$ cat src/design/frc_pkg.sv
// Shared types, constants and helpers for the fraction radix conversion unit.
// Used by frc_lane, frc_merge and fraction_radix_conversion_unit; no dependencies.
`default_nettype none

package frc_pkg;

  // Digits carried by one request on the input ports.
  localparam int PORT_DIGITS    = 8;
  // Digits of a request that take part in the conversion (1 to PORT_DIGITS).
  localparam int IN_DIGITS      = 8;
  localparam int MAX_BASE       = 16;
  localparam int MAX_OUT_DIGITS = 40;
  // The error band always closes within this many output digits.
  localparam int MAX_STEPS      = 33;
  localparam int STEP_CAP       = (MAX_OUT_DIGITS < MAX_STEPS) ? MAX_OUT_DIGITS : MAX_STEPS;

  localparam int DIG_W     = 4;
  localparam int BASE_W    = 5;
  localparam int POS_W     = 6;
  localparam int CFG_IDX_W = 2;

  localparam logic [CFG_IDX_W-1:0] REG_IN_BASE  = CFG_IDX_W'(0);
  localparam logic [CFG_IDX_W-1:0] REG_OUT_BASE = CFG_IDX_W'(1);
  localparam logic [BASE_W-1:0]    IN_BASE_RST  = BASE_W'(2);
  localparam logic [BASE_W-1:0]    OUT_BASE_RST = BASE_W'(10);

  // Datapath widths. D = in_base^IN_DIGITS, and all values count units of 1/(2D).
  localparam int LOG_B  = $clog2(MAX_BASE);
  localparam int NUM_W  = IN_DIGITS * LOG_B;
  localparam int FULL_W = NUM_W + 1;
  localparam int TWO_W  = FULL_W + 1;
  localparam int REM_W  = FULL_W;
  localparam int T_W    = REM_W + LOG_B;
  localparam int BND_W  = TWO_W + LOG_B;
  localparam int LANES  = MAX_BASE - 1;
  localparam int LD_W   = (IN_DIGITS > 1) ? $clog2(IN_DIGITS) : 1;

  typedef enum logic [2:0] {
    ST_IDLE,
    ST_LOAD,
    ST_PREP,
    ST_MUL,
    ST_DIV,
    ST_EVAL
  } state_t;

  // What one lane reports: whether the product reaches its multiple, and the difference.
  typedef struct packed {
    logic           ge;
    logic [T_W-1:0] diff;
  } lane_res_t;

  function automatic logic [BASE_W-1:0] clamp_base(input logic [BASE_W-1:0] b);
    logic [BASE_W-1:0] r;
    r = b;
    if (b < BASE_W'(2)) r = BASE_W'(2);
    else if (b > BASE_W'(MAX_BASE)) r = BASE_W'(MAX_BASE);
    return r;
  endfunction

endpackage

`default_nettype wire

$ cat src/design/frc_lane.sv
// One quotient lane: holds k times the scaled unit 2D and tests the product against it.
// Depends on frc_pkg.
`default_nettype none

module frc_lane (
  input  logic                    clk,
  input  logic                    load,
  input  logic [frc_pkg::LOG_B-1:0] lane_k,
  input  logic [frc_pkg::TWO_W-1:0] two_full,
  input  logic [frc_pkg::T_W-1:0]   t,
  output frc_pkg::lane_res_t      res
);
  import frc_pkg::*;

  logic [T_W-1:0] mult_r;
  logic [T_W:0]   diff;

  always_ff @(posedge clk) begin
    if (load) begin
      mult_r <= T_W'(two_full) * T_W'(lane_k);
    end
  end

  // The borrow out of the subtraction says the product is below this multiple.
  assign diff     = {1'b0, t} - {1'b0, mult_r};
  assign res.ge   = ~diff[T_W];
  assign res.diff = diff[T_W-1:0];

endmodule

`default_nettype wire

$ cat src/design/frc_merge.sv
// Merges the lane results into one output digit and the new remainder.
// Depends on frc_pkg.
`default_nettype none

module frc_merge (
  input  frc_pkg::lane_res_t      res [frc_pkg::LANES],
  input  logic [frc_pkg::T_W-1:0]   t,
  output logic [frc_pkg::DIG_W-1:0] u,
  output logic [frc_pkg::REM_W-1:0] rem
);
  import frc_pkg::*;

  // Lane hits are monotonic in k, so the highest hit gives the quotient.
  always_comb begin
    u   = '0;
    rem = REM_W'(t);
    for (int k = 0; k < LANES; k++) begin
      if (res[k].ge) begin
        u   = DIG_W'(k + 1);
        rem = REM_W'(res[k].diff);
      end
    end
  end

endmodule

`default_nettype wire

$ cat src/design/fraction_radix_conversion_unit.sv
// Top level of the fraction radix conversion unit: control, datapath registers, lanes.
// Depends on frc_pkg, frc_lane and frc_merge.
//
// Usage. A request is accepted at a rising edge with start high and busy low; it
// carries eight fraction digits in the input base, most significant first. The
// block emits the shortest digit string in the output base that identifies the
// fraction, one digit per cycle of out_strobe, with out_position counting from
// one and out_last marking the final, rounded digit.
// The configuration channel (cfg_valid, cfg_ready, cfg_index, cfg_data) writes
// in_base (index 0) and out_base (index 1); cfg_ready is always high, and the
// registers are meant to be written only while busy is low.
// Sequence. The digits are folded in one per cycle in ST_LOAD, then ST_PREP
// prepares the lane multiples. ST_MUL multiplies the remainder by out_base for
// the first digit; ST_DIV then forms each digit by the parallel lane compare,
// and ST_EVAL registers it for the strobe and, if more digits follow, multiplies
// the new remainder by out_base for the next one. A new request can be accepted
// once busy is low. The last strobe shows in the first idle cycle.
// Reset sets in_base to 2, out_base to 10 and returns the block to idle with no
// strobe. The receiver cannot stall; every strobed digit is taken at once.
`default_nettype none

module fraction_radix_conversion_unit (
  input  logic                         clk,
  input  logic                         rst_n,
  input  logic                         start,
  output logic                         busy,
  input  logic [frc_pkg::DIG_W-1:0]     in_digit_1,
  input  logic [frc_pkg::DIG_W-1:0]     in_digit_2,
  input  logic [frc_pkg::DIG_W-1:0]     in_digit_3,
  input  logic [frc_pkg::DIG_W-1:0]     in_digit_4,
  input  logic [frc_pkg::DIG_W-1:0]     in_digit_5,
  input  logic [frc_pkg::DIG_W-1:0]     in_digit_6,
  input  logic [frc_pkg::DIG_W-1:0]     in_digit_7,
  input  logic [frc_pkg::DIG_W-1:0]     in_digit_8,
  input  logic                         cfg_valid,
  output logic                         cfg_ready,
  input  logic [frc_pkg::CFG_IDX_W-1:0] cfg_index,
  input  logic [frc_pkg::BASE_W-1:0]    cfg_data,
  output logic                         out_strobe,
  output logic [frc_pkg::DIG_W-1:0]     out_digit,
  output logic [frc_pkg::POS_W-1:0]     out_position,
  output logic                         out_last
);
  import frc_pkg::*;

  state_t              state_r, state_nxt;
  logic [BASE_W-1:0]   in_base_r, out_base_r;
  logic [BASE_W-1:0]   ib, ob;
  logic [DIG_W-1:0]    in_all [PORT_DIGITS];
  logic [DIG_W-1:0]    dig_r  [IN_DIGITS];
  logic [DIG_W-1:0]    d_sat;
  logic [LD_W-1:0]     ld_cnt_r;
  logic [NUM_W-1:0]    num_r;
  logic [FULL_W-1:0]   full_r;
  logic [TWO_W-1:0]    two_full_r;
  logic [REM_W-1:0]    rem_r;
  logic [BND_W-1:0]    bnd_r;
  logic [T_W-1:0]      t_r;
  logic [DIG_W-1:0]    u_r;
  logic [POS_W-1:0]    cnt_r;
  logic                accept, load_done, go, round_up;
  logic                out_strobe_r, out_last_r;
  logic [DIG_W-1:0]    out_digit_r;
  logic [POS_W-1:0]    out_position_r;
  lane_res_t           lane_res [LANES];
  logic [DIG_W-1:0]    m_u;
  logic [REM_W-1:0]    m_rem;

  assign in_all[0] = in_digit_1;
  assign in_all[1] = in_digit_2;
  assign in_all[2] = in_digit_3;
  assign in_all[3] = in_digit_4;
  assign in_all[4] = in_digit_5;
  assign in_all[5] = in_digit_6;
  assign in_all[6] = in_digit_7;
  assign in_all[7] = in_digit_8;

  assign ib        = clamp_base(in_base_r);
  assign ob        = clamp_base(out_base_r);
  assign busy      = (state_r != ST_IDLE);
  assign accept    = start && !busy;
  assign cfg_ready = 1'b1;
  assign load_done = (ld_cnt_r == LD_W'(IN_DIGITS - 1));

  // A digit that is not below the input base saturates to the largest digit.
  assign d_sat = ({1'b0, dig_r[0]} >= ib) ? DIG_W'(ib - BASE_W'(1)) : dig_r[0];

  // Keep going while the remainder stays inside the band [M, 2D - M] and under STEP_CAP digits are formed.
  assign go = (BND_W'(two_full_r) >= bnd_r) &&
              (BND_W'(rem_r) >= bnd_r) &&
              ((BND_W + 1)'(rem_r) + (BND_W + 1)'(bnd_r) <= (BND_W + 1)'(two_full_r)) &&
              (cnt_r < POS_W'(STEP_CAP));
  assign round_up = (rem_r > full_r);

  genvar g;
  for (g = 0; g < LANES; g++) begin : g_lane
    frc_lane u_lane (
      .clk      (clk),
      .load     (state_r == ST_PREP),
      .lane_k   (LOG_B'(g + 1)),
      .two_full ({full_r, 1'b0}),
      .t        (t_r),
      .res      (lane_res[g])
    );
  end

  frc_merge u_merge (
    .res (lane_res),
    .t   (t_r),
    .u   (m_u),
    .rem (m_rem)
  );

  always_comb begin
    state_nxt = state_r;
    unique case (state_r)
      ST_IDLE: if (start) state_nxt = ST_LOAD;
      ST_LOAD: if (load_done) state_nxt = ST_PREP;
      ST_PREP: state_nxt = ST_MUL;
      ST_MUL:  state_nxt = ST_DIV;
      ST_DIV:  state_nxt = ST_EVAL;
      ST_EVAL: state_nxt = go ? ST_DIV : ST_IDLE;
      default: state_nxt = ST_IDLE;
    endcase
  end

  always_ff @(posedge clk) begin
    if (!rst_n) begin
      state_r      <= ST_IDLE;
      in_base_r    <= IN_BASE_RST;
      out_base_r   <= OUT_BASE_RST;
      out_strobe_r <= 1'b0;
      ld_cnt_r     <= '0;
      cnt_r        <= '0;
    end else begin
      state_r      <= state_nxt;
      out_strobe_r <= (state_r == ST_EVAL);
      if (cfg_valid && cfg_ready) begin
        unique case (cfg_index)
          REG_IN_BASE:  in_base_r  <= cfg_data;
          REG_OUT_BASE: out_base_r <= cfg_data;
          default: ;
        endcase
      end
      if (accept) ld_cnt_r <= '0;
      else if (state_r == ST_LOAD) ld_cnt_r <= ld_cnt_r + LD_W'(1);
      if (state_r == ST_PREP) cnt_r <= '0;
      else if (state_r == ST_DIV) cnt_r <= cnt_r + POS_W'(1);
    end
  end

  always_ff @(posedge clk) begin
    unique case (state_r)
      ST_IDLE: begin
        if (accept) begin
          for (int i = 0; i < IN_DIGITS; i++) dig_r[i] <= in_all[i];
          num_r  <= '0;
          full_r <= FULL_W'(1);
        end
      end
      ST_LOAD: begin
        num_r  <= NUM_W'(NUM_W'(num_r) * NUM_W'(ib) + NUM_W'(d_sat));
        full_r <= FULL_W'(full_r) * FULL_W'(ib);
        for (int i = 0; i < IN_DIGITS - 1; i++) dig_r[i] <= dig_r[i + 1];
      end
      ST_PREP: begin
        two_full_r <= {full_r, 1'b0};
        rem_r      <= {num_r, 1'b0};
        bnd_r      <= BND_W'(1);
      end
      ST_MUL: begin
        t_r   <= T_W'(rem_r) * T_W'(ob);
        bnd_r <= bnd_r * BND_W'(ob);
      end
      ST_DIV: begin
        rem_r <= m_rem;
        u_r   <= m_u;
      end
      ST_EVAL: begin
        // Only the final digit is rounded.
        out_digit_r    <= (!go && round_up) ? u_r + DIG_W'(1) : u_r;
        out_position_r <= cnt_r;
        out_last_r     <= !go;
        if (go) begin
          t_r   <= T_W'(rem_r) * T_W'(ob);
          bnd_r <= bnd_r * BND_W'(ob);
        end
      end
      default: ;
    endcase
  end

  assign out_strobe   = out_strobe_r;
  assign out_digit    = out_digit_r;
  assign out_position = out_position_r;
  assign out_last     = out_last_r;

  // Digit strobes never come back to back.
  assert property (@(posedge clk) disable iff (!rst_n) out_strobe_r |=> !out_strobe_r)
    else $error("digit strobes on consecutive cycles");

  // An emitted digit, rounding included, stays below the output base.
  assert property (@(posedge clk) disable iff (!rst_n)
                   out_strobe_r |-> ({1'b0, out_digit_r} < ob))
    else $error("digit not below the output base");

  // A digit that is not the last one leaves the block still converting.
  assert property (@(posedge clk) disable iff (!rst_n)
                   (out_strobe_r && !out_last_r) |-> busy)
    else $error("conversion ended without a last digit");

  // Positions run from one upward.
  assert property (@(posedge clk) disable iff (!rst_n)
                   out_strobe_r |-> (out_position_r != '0))
    else $error("digit position zero");

endmodule

`default_nettype wire
$ cat config.mk
export PLATFORM = sky130hd
export DESIGN_NAME = fraction_radix_conversion_unit
export DESIGN_NICKNAME = d
export VERILOG_FILES = /design/src/design/frc_pkg.sv /design/src/design/frc_lane.sv /design/src/design/frc_merge.sv /design/src/design/fraction_radix_conversion_unit.sv
export SDC_FILE = /design/constraint.sdc
export NUM_CORES = 2
export LEC_CHECK = 0
export BUFFER_PORTS_ARGS = -buffer_cell sky130_fd_sc_hd__buf_2
export CAP_MARGIN = 15
export CORE_AREA = 3 3 433 435
export CTS_BUF_LIST = sky130_fd_sc_hd__clkbuf_4 sky130_fd_sc_hd__clkbuf_8
export DETAILED_ROUTE_END_ITERATION = 10
export DIE_AREA = 0 0 436 438
export GPL_TIMING_DRIVEN = 0
export HOLD_SLACK_MARGIN = 0.15
export PLACE_DENSITY_LB_ADDON = 0.08
export REMOVE_ABC_BUFFERS = 1
export SKIP_CTS_REPAIR_TIMING = 1
export SYNTH_ARGS = -nofsm -noshare
export SYNTH_HDL_FRONTEND = slang
export SYNTH_SLANG_ARGS = --single-unit
$ cat constraint.sdc
create_clock -name clk -period 14.45 [get_ports clk]
set_clock_uncertainty 0.05 [all_clocks]
set_input_delay 2.1675 -clock clk [delete_from_list [all_inputs] [get_ports clk]]
set_output_delay 2.1675 -clock clk [all_outputs]
set_load 0.03 [all_outputs]
[Yosys cells after proc, flatten, opt, wreduce, memory -nomap -nowiden]
Memories as Yosys holds them, arrays and structs flattened.
Cells that the tools add are included.
Cells by class
  add/subtract/negate cells: 21
  multiply operators: 15
  div/mod/pow operators: 0
  order comparisons: 10
  equal/unequal tests: 11
  shift operators: 0
  muxes and demuxes: 60
  bitwise gates (word level): 8
  reduce and logical (&&, ||, !) cells: 25
Operators with widths (count)
  $mux W33: 16
  $sub A37 B37 Y38: 12
  $mul A33 B4 Y36 const B: 4
  $pmux W33 S2: 2
  $pmux W38 S3: 1
  $pmux W37 S2: 1
  $mul A33 B3 Y36 const B: 2
  $mul A33 B2 Y35 const B: 2
  $mul A33 B3 Y35 const B: 2
  $pmux W32 S2: 1
  $add A33 B38 Y39: 1
  $le A39 B34 Y1: 1
  $ge A33 B38 Y1: 1
  $ge A34 B38 Y1: 1
  $mul A38 B5 Y38: 1
  $mux W38: 1
  $sub A37 B34 Y38: 1
  $sub A37 B35 Y38: 1
  $sub A37 B36 Y38: 1
  $mul A33 B5 Y37: 1
  $mux W37: 1
  $mux W4: 9
  $mul A33 B2 Y34 const B: 1
  $gt A33 B33 Y1: 1
  34 further kinds: 85
Storage, ports and cells
  register bits after elaboration: 635
  bits in latches: 0
  bits in writable memories: 32
  bits in read-only memories: 0
  bits of input ports: 43
  output and inout bits: 14
  word-level logic and storage cells: 181
  memories kept: 1
Memory list
  dig_r: words 8, width 4, read ports 8, clocked after Yosys merged registers in 0, wr ports 8, RTL line fraction_radix_conversion_unit.sv:50  | logic [DIG_W-1:0] dig_r [IN_DIGITS];

[Longest topological paths before layout]
  depth in word-level cells: 17
  gate-level depth with buffers: 32
  mapped depth without buffers: 30

[By module]
A second synthesis with hierarchy kept.
Unflattened totals
  cell total of the unflattened synthesis: 19360
  area total of the unflattened synthesis: 157113.2 um^2
By module, submodules not included
  frc_lane (g_lane[12].u_lane ...): times used 11, cells each 1022, area each 8030.2 um^2, seq. area each 1111.1 um^2
  fraction_radix_conversion_unit: times used 1, cells each 3699, area each 34145.2 um^2, seq. area each 8057.7 um^2
  frc_lane (g_lane[10].u_lane): times used 1, cells each 974, area each 7826.3 um^2, seq. area each 1111.1 um^2
  frc_lane (g_lane[0].u_lane): times used 1, cells each 979, area each 7781.2 um^2, seq. area each 1111.1 um^2
  frc_lane (g_lane[9].u_lane): times used 1, cells each 914, area each 7472.2 um^2, seq. area each 1111.1 um^2
  frc_lane (g_lane[11].u_lane): times used 1, cells each 894, area each 7357.1 um^2, seq. area each 1111.1 um^2
  frc_merge: times used 1, cells each 658, area each 4199.0 um^2, seq. area each 0.0 um^2

[Worst setup path after synthesis]
No wires, ideal clock.
  kind: register -> register
  start: register bnd_r[0]
  end: register bnd_r[0], enable pin
  setup time: 0.486 ns
  data arrival time: 7.600 ns
  data required time: 13.914 ns
  path slack: 6.314 ns
  stages on the path, launching flop included: 26
  path buffers: 0
  clock period less this slack: 8.136 ns
  path through: edfxtp_1 > ha_1 > inv_1 > fa_1 > o21bai_1 > a21oi_1 > o21ba_2 > o21ai_0 > a221o_1 > a21oi_1 > o41ai_1 > a31oi_1 > o31a_1 > nor2_1 > nor2_1 > o21bai_1 > xnor2_1 > ha_1 > a21o_1 > a21o_1 > a211oi_1 > a21oi_1 > o31ai_1 > nor4b_1 > nor2b_1 > o21ai_0
Between the ends
  cells in the longest elaborated chain, start to end: 6
  elaborated cells on any way between the ends: 9
  those cells by class: 1 x add/sub; 3 x order compare; 1 x eq/ne; 4 x reduce/logical
Ends and longest elaborated chain
  from (decl): RTL line fraction_radix_conversion_unit.sv:57  | logic [BND_W-1:0] bnd_r;
  from (signal assigned): RTL line fraction_radix_conversion_unit.sv:173  | bnd_r <= bnd_r * BND_W'(ob);
  from (signal assigned): RTL line fraction_radix_conversion_unit.sv:186  | bnd_r <= bnd_r * BND_W'(ob);
  $add A33 B38 Y39 (tied with other cells): RTL line fraction_radix_conversion_unit.sv:91  | ((BND_W + 1)'(rem_r) + (BND_W + 1)'(bnd_r) <= (BND_W + 1)'(two_full_r)) &&
  $le A39 B34 Y1 / $logic_and A1 B1 Y1 (equally long branches): RTL line fraction_radix_conversion_unit.sv:91, fraction_radix_conversion_unit.sv:89
  $logic_and A1 B1 Y1 (*): RTL line fraction_radix_conversion_unit.sv:90  | (BND_W'(rem_r) >= bnd_r) &&
  $logic_and A1 B1 Y1 (*): RTL line fraction_radix_conversion_unit.sv:91
  $ne A2 B2 Y1 (no source line) (*)
  $reduce_and A2 Y1 (no source line) (*)
Every way passes the cells marked *; elsewhere a longest branch is shown, timed or not.
A chain may end at the register's enable or synchronous reset.

[Final worst setup path]
  start: register in_base_r[2]
  end: register num_r[31], data pin
Between the ends
  cells in the longest elaborated chain, start to end: 7
  elaborated cells on any way between the ends: 10
  those cells by class: 2 x add/sub; 1 x mul; 3 x order compare; 4 x mux
Ends and longest elaborated chain
  from (decl): RTL line fraction_radix_conversion_unit.sv:47  | logic [BASE_W-1:0] in_base_r, out_base_r;
  from (signal assigned): RTL line fraction_radix_conversion_unit.sv:140  | REG_IN_BASE: in_base_r <= cfg_data;
  $gt A5 B5 Y1: RTL line frc_pkg.sv:57  | else if (b > BASE_W'(MAX_BASE)) r = BASE_W'(MAX_BASE);
  $mux W5: RTL line frc_pkg.sv:57
  $mux W5 (*): RTL line frc_pkg.sv:56  | if (b < BASE_W'(2)) r = BASE_W'(2);
  branches (longest 2 deep; another with $mul A32 B5 Y32)
  $add A32 B4 Y32 (*): RTL line fraction_radix_conversion_unit.sv:162  | num_r <= NUM_W'(NUM_W'(num_r) * NUM_W'(ib) + NUM_W'(d_sat));
  $pmux W32 S2 (*): RTL line fraction_radix_conversion_unit.sv:153  | unique case (state_r)
  to (signal assigned): RTL line fraction_radix_conversion_unit.sv:162
  to (decl): RTL line fraction_radix_conversion_unit.sv:53  | logic [NUM_W-1:0] num_r;
Mark *: on every way between the ends.

==> flow_summary.json <==
{
  "yosysTopAreaCellShare_pct": 17.7,
  "setup_viol": 0,
  "overflow": 0,
  "cp.arrival_ns": 9.57,
  "dp.final_hpwl_um": 264000,
  "pwr-share-comb_pct": 47.7,
  "ys_seq_area_share_pct": 18.3,
  "cp_max_fo": 35,
  "first_pass_iters": 6,
  "startpoint_type": "register",
  "timing.hold.ws_ns": 0.421,
  "seq_area_mm2": 0.0151,
  "grt_start_max_net_pins": 110,
  "critical_path_buf_inv_count": 2,
  "holdPathStages": 2,
  "path_class": "reg2reg",
  "grt_pass1_wl_um": 472000,
  "max-cap-violations": 0,
  "yosys_most_used_dff": "edfxtp_1",
  "grt_pass1_vias": 75200,
  "cpPeakStageDelay_ns": 0.75,
  "r2r_cells": 28,
  "powerDensity_mw_per_mm2": 79.8,
  "wl_met1_um": 132000,
  "row_count": 157,
  "wl_met2_um": 150000,
  "wl_met3_um": 20400,
  "p_sw_mw": 2.95,
  "finalHoldViolCount": 0,
  "portBuffers": 55,
  "routabilityCongestion": 1.04,
  "swShare_pct": 41.3,
  "drt-initial-drc-count": 6005,
  "die_x_um": 436,
  "drive_above_1_share_pct": 4.86,
  "postSynthAreaPerCell_um2": 8.57,
  "instances_no_fill": 12300,
  "yosysWarnings": 0,
  "p_leak_nw": 41.8,
  "clk_pin_slew_ns": 0.06,
  "start_util_pct": 45.0,
  "ir_worst_vdd_v": 0.0000759,
  "setup_tns_ns": 0,
  "reg2reg_to": "num_r[31]$_SDFFCE_PN0P_",
  "drc": 0,
  "multiInputGateArea_mm2": 0.0626,
  "pwr-share-seq_pct": 27.9,
  "yosysTopAreaCell": "edfxtp_1",
  "grt_use_total_pct": 33.0,
  "nNetsFinal": 11400,
  "async_flop_share_pct": 0,
  "reg2reg_from": "in_base_r[2]$_SDFFE_PN0P_",
  "drtAntennaViolNets": 0,
  "r2r_slack_ns": 5.51,
  "ys_top_cells_by_area": "edfxtp_1 18%, ha_1 17%, fa_1 13%",
  "nFillCells": 17900,
  "max-clock-path-buffers": 3,
  "worstMarginPinSlew_ns": 1.29,
  "synth_cells": 9634,
  "finalCriticalPeriod_ns": 8.94,
  "viasPerCell": 6.01,
  "drt_wl_total_um": 322000,
  "clock_latency_ns": 0.95,
  "dieArea_mm2": 0.191,
  "area_delta_synth_final_pct": 8.32,
  "detail_route.wl_per_cell_um": 26.3,
  "required_ns": 15.07,
  "power_mw": 7.13,
  "synth_seq_cells": 510,
  "status": "finished clean",
  "htreeDepth": 3,
  "syn-cell-area_mm2": 0.0825,
  "dr.max_layer_used": "met5",
  "cts-buffers-inserted": 110,
  "drv_slew": 0,
  "pwr-share-clk_pct": 24.4,
  "whs_endpoint": "ld_cnt_r[2]$_SDFFE_PP0P_",
  "relSlewSlack_pct": 13.5,
  "finalCritPeriodShare_pct": 61.9,
  "antenna_found_initial": 18,
  "fp.dieH_um": 438,
  "cts_tree": "done",
  "crit_slowest_cell": "a2111oi_0",
  "crit_top_cell": "nor2_1",
  "max_freq_ghz": 0.112,
  "clkSinkCount": 510,
  "p_int_mw": 4.19,
  "rsz0062_at_grt": "false",
  "core_mm2": 0.183,
  "critPathCaptureType": "register",
  "min-delay-start": "ld_cnt_r[2]$_SDFFE_PP0P_",
  "dp.cells": 12000,
  "holdCritPathClass": "reg2reg",
  "crit_family": "compound AO/OA/AOI/OAI gates",
  "ioPinCount": 57,
  "ys_types": 116,
  "synth_edf_count": 487,
  "root_buffer": "clkbuf_8",
  "via_count": 73700,
  "final_cell_mix": "1,148 x inv_1, 1,148 x ha_1, 810 x nand2_1"
}
[power groups by stage]
| stage | combinational [mW] | clock [mW] | sequential (mW) |
|---|---|---|---|
| final | 3.40 | 1.74 | 1.99 |
| after global routing | 3.82 | 1.84 | 2.00 |
| after CTS | 3.38 | 1.79 | 2.00 |
| after detailed placement | 3.34 | 0 | 2.03 |
| after global placement | 3.19 | 0 | 2.08 |
| after floorplan | 2.50 | 0 | 1.97 |
[how the worst max path moves through the flow]
stage	start	end	slack (ns)	depth (start not counted)
floorplan	out_base_r[4]$_SDFFE_PN0P_	t_r[36]$_DFFE_PP_	5.67	18
global placement	out_base_r[4]$_SDFFE_PN0P_	bnd_r[33]$_SDFFCE_PN0P_	-1.18	18
detailed placement	in_base_r[2]$_SDFFE_PN0P_	num_r[30]$_SDFFCE_PN0P_	5.43	29
CTS	in_base_r[2]$_SDFFE_PN0P_	num_r[30]$_SDFFCE_PN0P_	5.41	29
global route	in_base_r[2]$_SDFFE_PN0P_	num_r[30]$_SDFFCE_PN0P_	4.82	29
finish	in_base_r[2]$_SDFFE_PN0P_	num_r[31]$_SDFFCE_PN0P_	5.51	28
[worst register-to-register path, delay by kind of cell, from the launching register on]
| family | cells | cell delay (ns) |
|---|---|---|
| AO/OA/AOI/OAI | 12 | 3.25 |
| adder cells (fa/ha/maj) | 5 | 2.04 |
| flip-flops | 1 | 0.69 |
| buffers and inverters | 2 | 0.62 |
| AND/OR/NAND/NOR | 7 | 1.67 |
| multiplexers | 1 | 0.19 |
| XOR/XNOR | 1 | 0.18 |
[synth_stat cells (17+ instances only)]
cell       count
a2111oi_0     24
a211o_1       32
a211oi_1      95
a21boi_0      26
a21o_1       359
a21oi_1      675
a221oi_1      36
a22oi_1       24
a31o_2        22
a31oi_1       76
a41oi_1       19
and2_1       341
and3_1        77
buf_2         33
clkbuf_1     146
dfxtp_1       23
edfxtp_1     487
fa_1         532
ha_1        1148
inv_1       1150
mux2i_1       33
nand2_1      812
nand2b_1     119
nand3_1      177
nand4_1       86
nor2_1       693
nor2b_1      101
nor3_1       226
nor4_1        21
o2111ai_1     22
o211a_1       17
o211ai_1      68
o21a_1       137
o21ai_0      402
o21ai_1       32
o21bai_1     101
o221ai_1      27
o22ai_1       31
o31a_1        25
o31ai_1       39
or2_2         27
or3_1         56
xnor2_1      493
xor2_1       253
[per-stage QoR]
step / instance area [um2] / util (%) / setup WS, ns
after detailed placement: 87000 / 47.4 / 5.43
after global routing: 89400 / 48.7 / 4.82
final: 89400 / 48.7 / 5.51
after floorplan: 81700 / - / 5.67
after CTS: 89200 / 48.6 / 5.41
after global placement: 85100 / 46.4 / -1.18
[layout make-up]
cell class                 count  share of cell area [%]
timing repair buffer         142                    2.31
inverter                    1150                    4.84
tap                         2464                    3.45
sequential                   510                    16.9
multi-input combinational   7780                    70.0
clock inverter                69                   0.608
clock buffer                 132                    1.89
antenna                        8                  0.0224
[registers in the layout, summed over array words and instances (netlist names), 6 cells and up]
name	count
g_lane.u_lane.mult_r	267
bnd_r	38
t_r	37
full_r	33
rem_r	33
dig_r	32
num_r	32
cnt_r	6
out_position	6
[metal layers]
layer | vias up | global-route usage, %
met5 | - | 0
met4 | 2 | 17.1
met3 | 687 | 4.13
met2 | 2535 | 55.5
met1 | 36400 | 41.4
li1 | 34100 | -
[cells by family (layout without fill, tap and decap cells)]
family,count (synthesis),in the layout,share of synthesized area [%]
AOI/OAI and AO/OA,2488,2488,20.3
xor gates and xnor gates,746,746,7.92
adders and majority gates,1680,1680,30.3
buffers and inverters,1344,1493,6.20
DFF,510,510,18.3
muxes,43,43,0.537
other,1,9,0.00454
and+or+nand+nor,2822,2822,16.4
(Power assumes the default switching activity.)
